<file path="src/design/dipi_pkg.sv">
// Shared constants and types for the dual incremental PI H-bridge PWM block.
`default_nettype none

package dipi_pkg;

    localparam int unsigned PWM_PERIOD_DEFAULT = 7200;

    localparam int unsigned CFG_IDX_W = 3;

    localparam logic [CFG_IDX_W-1:0] CFG_SPEED_GAIN_P    = 3'd0;
    localparam logic [CFG_IDX_W-1:0] CFG_SPEED_GAIN_I    = 3'd1;
    localparam logic [CFG_IDX_W-1:0] CFG_TARGET_DISTANCE = 3'd2;
    localparam logic [CFG_IDX_W-1:0] CFG_SERVO_CENTER    = 3'd3;
    localparam logic [CFG_IDX_W-1:0] CFG_SERVO_SPAN      = 3'd4;
    localparam logic [CFG_IDX_W-1:0] CFG_DRIVE_LIMIT     = 3'd5;

    localparam logic [13:0] SERVO_CENTER_RESET = 14'd750;
    localparam logic [12:0] SERVO_SPAN_RESET   = 13'd500;
    localparam logic [12:0] DRIVE_LIMIT_RESET  = 13'd6900;

    typedef struct packed {
        logic s2;
        logic s3;
    } adv_t;

endpackage

`default_nettype wire

</file>
<file path="src/design/dipi_wheel.sv">
// One wheel: incremental PI accumulator with saturation and H-bridge compare mapping.
`default_nettype none

module dipi_wheel #(
    parameter int unsigned PWM_PERIOD = dipi_pkg::PWM_PERIOD_DEFAULT
) (
    input  logic               clk,
    input  logic               rst_n,
    input  dipi_pkg::adv_t     adv,
    input  logic signed [15:0] count,
    input  logic signed [15:0] goal,
    input  logic        [15:0] gain_p,
    input  logic        [15:0] gain_i,
    input  logic        [12:0] drive_lim,
    output logic        [12:0] high_compare,
    output logic        [12:0] low_compare
);

    localparam logic signed [17:0] PERIOD_S = 18'(PWM_PERIOD);
    localparam logic signed [36:0] SUM_MAX  = 37'sd2147483647;
    localparam logic signed [36:0] SUM_MIN  = -37'sd2147483648;

    logic signed [16:0] prev_err_reg;
    logic signed [34:0] prod_p_reg;
    logic signed [33:0] prod_i_reg;
    logic signed [31:0] acc_reg;

    logic signed [16:0] err;
    logic signed [17:0] diff;
    logic signed [34:0] prod_p_next;
    logic signed [33:0] prod_i_next;
    logic signed [36:0] sum;
    logic signed [31:0] acc_next;
    logic signed [31:0] lim_s;
    logic signed [31:0] lim_neg;
    logic signed [13:0] drive;
    logic signed [17:0] drive_ext;
    logic signed [17:0] high_full;
    logic signed [17:0] low_full;

    assign err         = {goal[15], goal} - {count[15], count};
    assign diff        = {err[16], err} - {prev_err_reg[16], prev_err_reg};
    assign prod_p_next = $signed({1'b0, gain_p}) * diff;
    assign prod_i_next = $signed({1'b0, gain_i}) * err;

    assign sum = 37'(acc_reg) + 37'(prod_p_reg) + 37'(prod_i_reg);

    always_comb
    begin
        priority if (sum > SUM_MAX)
        begin
            acc_next = 32'sh7FFFFFFF;
        end
        else if (sum < SUM_MIN)
        begin
            acc_next = 32'sh80000000;
        end
        else
        begin
            acc_next = sum[31:0];
        end
    end

    always_ff @(posedge clk or negedge rst_n)
    begin
        if (!rst_n)
        begin
            prev_err_reg <= '0;
            acc_reg      <= '0;
        end
        else
        begin
            if (adv.s2)
            begin
                prev_err_reg <= err;
            end
            if (adv.s3)
            begin
                acc_reg <= acc_next;
            end
        end
    end

    always_ff @(posedge clk)
    begin
        if (adv.s2)
        begin
            prod_p_reg <= prod_p_next;
            prod_i_reg <= prod_i_next;
        end
    end

    // The drive is the accumulator clamped to plus or minus the limit.
    assign lim_s   = $signed({19'b0, drive_lim});
    assign lim_neg = -lim_s;

    always_comb
    begin
        priority if (acc_reg < lim_neg)
        begin
            drive = lim_neg[13:0];
        end
        else if (acc_reg > lim_s)
        begin
            drive = lim_s[13:0];
        end
        else
        begin
            drive = acc_reg[13:0];
        end
    end

    assign drive_ext = {{4{drive[13]}}, drive};
    assign high_full = PERIOD_S - drive_ext;
    assign low_full  = PERIOD_S + drive_ext;

    always_comb
    begin
        if (drive[13])
        begin
            high_compare = PERIOD_S[12:0];
            low_compare  = low_full[12:0];
        end
        else
        begin
            high_compare = high_full[12:0];
            low_compare  = PERIOD_S[12:0];
        end
    end

endmodule

`default_nettype wire

</file>
<file path="config.mk">
export PLATFORM = sky130hd
export DESIGN_NAME = dipi_wheel
export DESIGN_NICKNAME = d
export VERILOG_FILES = /design/src/design/dipi_pkg.sv /design/src/design/dipi_wheel.sv
export SDC_FILE = /design/constraint.sdc
export NUM_CORES = 2
export LEC_CHECK = 0
export BUFFER_PORTS_ARGS = -buffer_cell sky130_fd_sc_hd__buf_2
export CELL_PAD_IN_SITES_DETAIL_PLACEMENT = 2
export CELL_PAD_IN_SITES_GLOBAL_PLACEMENT = 2
export CORE_ASPECT_RATIO = 1.4
export CORE_MARGIN = 2
export CORE_UTILIZATION = 45
export CTS_CLUSTER_SIZE = 25
export DETAILED_ROUTE_END_ITERATION = 10
export MAX_ROUTING_LAYER = met4
export PLACE_DENSITY = 0.89
export SLEW_MARGIN = 20
export SYNTH_ARGS = -nofsm -noshare
export SYNTH_HDL_FRONTEND = slang
export SYNTH_SLANG_ARGS = --single-unit
</file>
<file path="constraint.sdc">
create_clock -name clk -period 16 [get_ports clk]
set_input_delay 2.4 -clock clk [delete_from_list [all_inputs] [get_ports clk]]
set_output_delay 2.4 -clock clk [all_outputs]
set_load 0.02 [all_outputs]
</file>
==> summary.txt <==
STA
  • Worst slew pin tran: 1.23 ns
  • Final Cycle Share: 0.892
  • Max_slew headroom: 0.174
  • Worst clock skew: 0.0168 ns
  • Slew Viols, Final: 0
  • Minimum clock period: 14.27 ns
  • Max Clock Freq: 70.1 MHz
  • RSZ-0062 raised after global routing: false
  • Setup total negative slack: 0 ns
  • Final hold vios: 0
  • # setup viols final: 0

Clocking
  • Clk root buf: clkbuf_16
  • Clock Path Buffers: 2
  • # resized after CTS: 0
  • Worst skew pair latency: 0.46 ns
  • H-Tree Depth: 4
  • CTS tree: yes
  • Clk slew on worst S/H paths: 0.07 ns
  • Clock buffer count from CTS: 17
  • CTS Hold Bufs: 0
  • CTS Sinks: 118
  • Post-CTS setup buffers: 0

Setup path
  • Reg-to-reg slack, setup: 5.10 ns
  • Slowest stage delay, CP: 0.90 ns
  • R2R depth: 33
  • Slowest CP cell: xnor2_2
  • Critical Path End Type: flip-flop
  • WS Path Type: in -> reg
  • Worst Path Required: 16.19 ns
  • Reg-to-Reg End: prod_p_reg[34]
  • Critical path's most frequent cell: fa_1
  • WP data arrival: 14.46 ns
  • CP startpoint kind: input port
  • CP Max Fanout: 24
  • Reg2reg start: prev_err_reg[1]

Die
  • Die Area: 69,600 sq um
  • Cell row count: 112
  • Initial Utilization: 0.455
  • Die width: 223 um
  • IO Pins: 107
  • Die Y-Extent: 311 um
  • Core area: 66,700 sq um

Worst hold path
  • Hold Crit Class: reg -> reg
  • Worst hold endpoint: prev_err_reg[15]
  • Hold path start: prev_err_reg[15]
  • Hold depth: 1

Placement
  • Placed wire-length estimate: 101 mm
  • Input/output buffers: 106
  • GPL Wtd Cong: 0.890

Logic synthesis
  • Yosys reg bits: 118
  • Synth area leader: fa_1
  • Syn_nets: 4,297
  • Yosys top cell area share: 0.352
  • Register area share after synthesis: 0.109
  • Avg Inst Size Synth: 9.07 sq um
  • Post-Syn Area: 30,300 sq um
  • Top-count cell post-synth: inv_1
  • List of most frequent post-synthesis cells: inv_1 (665), fa_1 (534), nand2_1 (428), ha_1 (336), and2_1 (202)
  • Ys async rst share: 0.415
  • Number of synthesized flops with an enable pin: 69
  • Ranking of synthesized cells by area: fa_1 (35%), ha_1 (14%), inv_1 (8.2%)
  • Post-synth top flop: edfxtp_1
  • Warnings from Yosys: 0
  • Synth cell types: 76
  • Syn Inst Count: 3,346

GRT
  • Congestion Overflow GR: 0
  • Gr usage total: 0.423
  • Initial antenna violation count: 2
  • Pin count of the biggest net entering global routing: 77
  • Global-route wire length before repair: 212 mm
  • Vias in the first global route: 32,900

Route
  • Drt drc: 0
  • Routed via count: 27,100
  • Per-cell routed wire length: 33.1 um
  • Drt total wl: 141 mm
  • DRT antenna net count: 0
  • Initial DRC count: 2,109
  • Vias per Instance: 6.36
  • Pre-antenna DRT Iters: 5

Final layout
  • Area Overhead vs Synth: 7.01%
  • Final Net Count: 4,343
  • Max reg flops: 35
  • Share of layout cells above drive strength 1: 0.0631
  • Fillers: 7,109

Run status
  • Status: complete, no violations

Run
  • Max-Cap Viols: 0
per-stage QoR:
step / std cells / hold WS, ns / area, sq um / util / setup WS, ns
finish: 4261 / 0.539 / 32500 / 0.487 / 1.73
global route: 4261 / 0.554 / 32500 / 0.487 / 1.34
CTS: 4260 / 0.541 / 32500 / 0.487 / 1.97
detailed placement: 4228 / 0.530 / 31900 / 0.478 / 1.85
global placement: 4228 / 0.493 / 31900 / 0.478 / 3.07
floorplan: 3346 / 0.481 / 30300 / - / 3.80
critical path: cells and delay by family:
kind                       cells  cell delay (ns)
AOI/OAI and AO/OA             16             3.77
adders and majority gates      9             4.36
xor gates and xnor gates       4             2.00
buffers and inverters          5             0.76
and+or+nand+nor                5             1.14
worst max-delay path by stage:
stage              from             end  slack (ns)
6_report       count[0]  prod_p_reg[34]        1.73
5_1_grt        count[0]  prod_p_reg[34]        1.34
4_1_cts        count[0]  prod_p_reg[34]        1.97
3_5_place_dp   count[0]  prod_p_reg[34]        1.85
3_3_place_gp   count[0]  prod_p_reg[31]        3.07
2_1_floorplan   goal[0]  prod_p_reg[34]        3.80
routing by layer:
layer | track usage | vias to the layer above | wire [um]
met5 | - | - | 0
met4 | 0.352 | 0 | 14200
met3 | 0.0825 | 883 | 8470
met2 | 0.733 | 1539 | 72300
met1 | 0.403 | 14000 | 45900
li1 | - | 10700 | -
cells by family after synthesis:
logic type | count (synthesis) | synth area share
AOI/OAI and AO/OA | 444 | 0.0990
xor gates and xnor gates | 146 | 0.0421
adders and majority gates | 872 | 0.491
buffers and inverters | 778 | 0.0971
DFF | 118 | 0.109
muxes | 21 | 0.00730
and+or+nand+nor | 967 | 0.154
area by class of cell:
cell class | instances | area (sq um) | area share
well taps | 855 | 1070 | 0.0329
repair buffers | 140 | 788 | 0.0243
clock inverters | 14 | 143 | 0.00439
inverters | 665 | 2500 | 0.0769
diodes | 1 | 2.50 | 0.0000771
multi-input cells | 2450 | 24200 | 0.746
flip-flops and latches | 118 | 3300 | 0.102
clock buffers | 18 | 439 | 0.0135
cell usage in the layout, fill, tap and decap left out, types with 35 or more instances in the layout:
cell / n
dfrtp_1: 49
inv_1: 665
nand3_1: 44
nor2_1: 95
nand2_1: 428
xnor2_1: 105
a21oi_1: 123
a21o_1: 51
fa_1: 534
o21ai_0: 73
buf_4: 35
buf_2: 105
ha_1: 336
nor2b_1: 63
edfxtp_1: 69
and2_1: 202
Power is left out: the tool's default activity adds up to more than one toggle a clock period on the data nets, which glitch-free logic cannot reach.
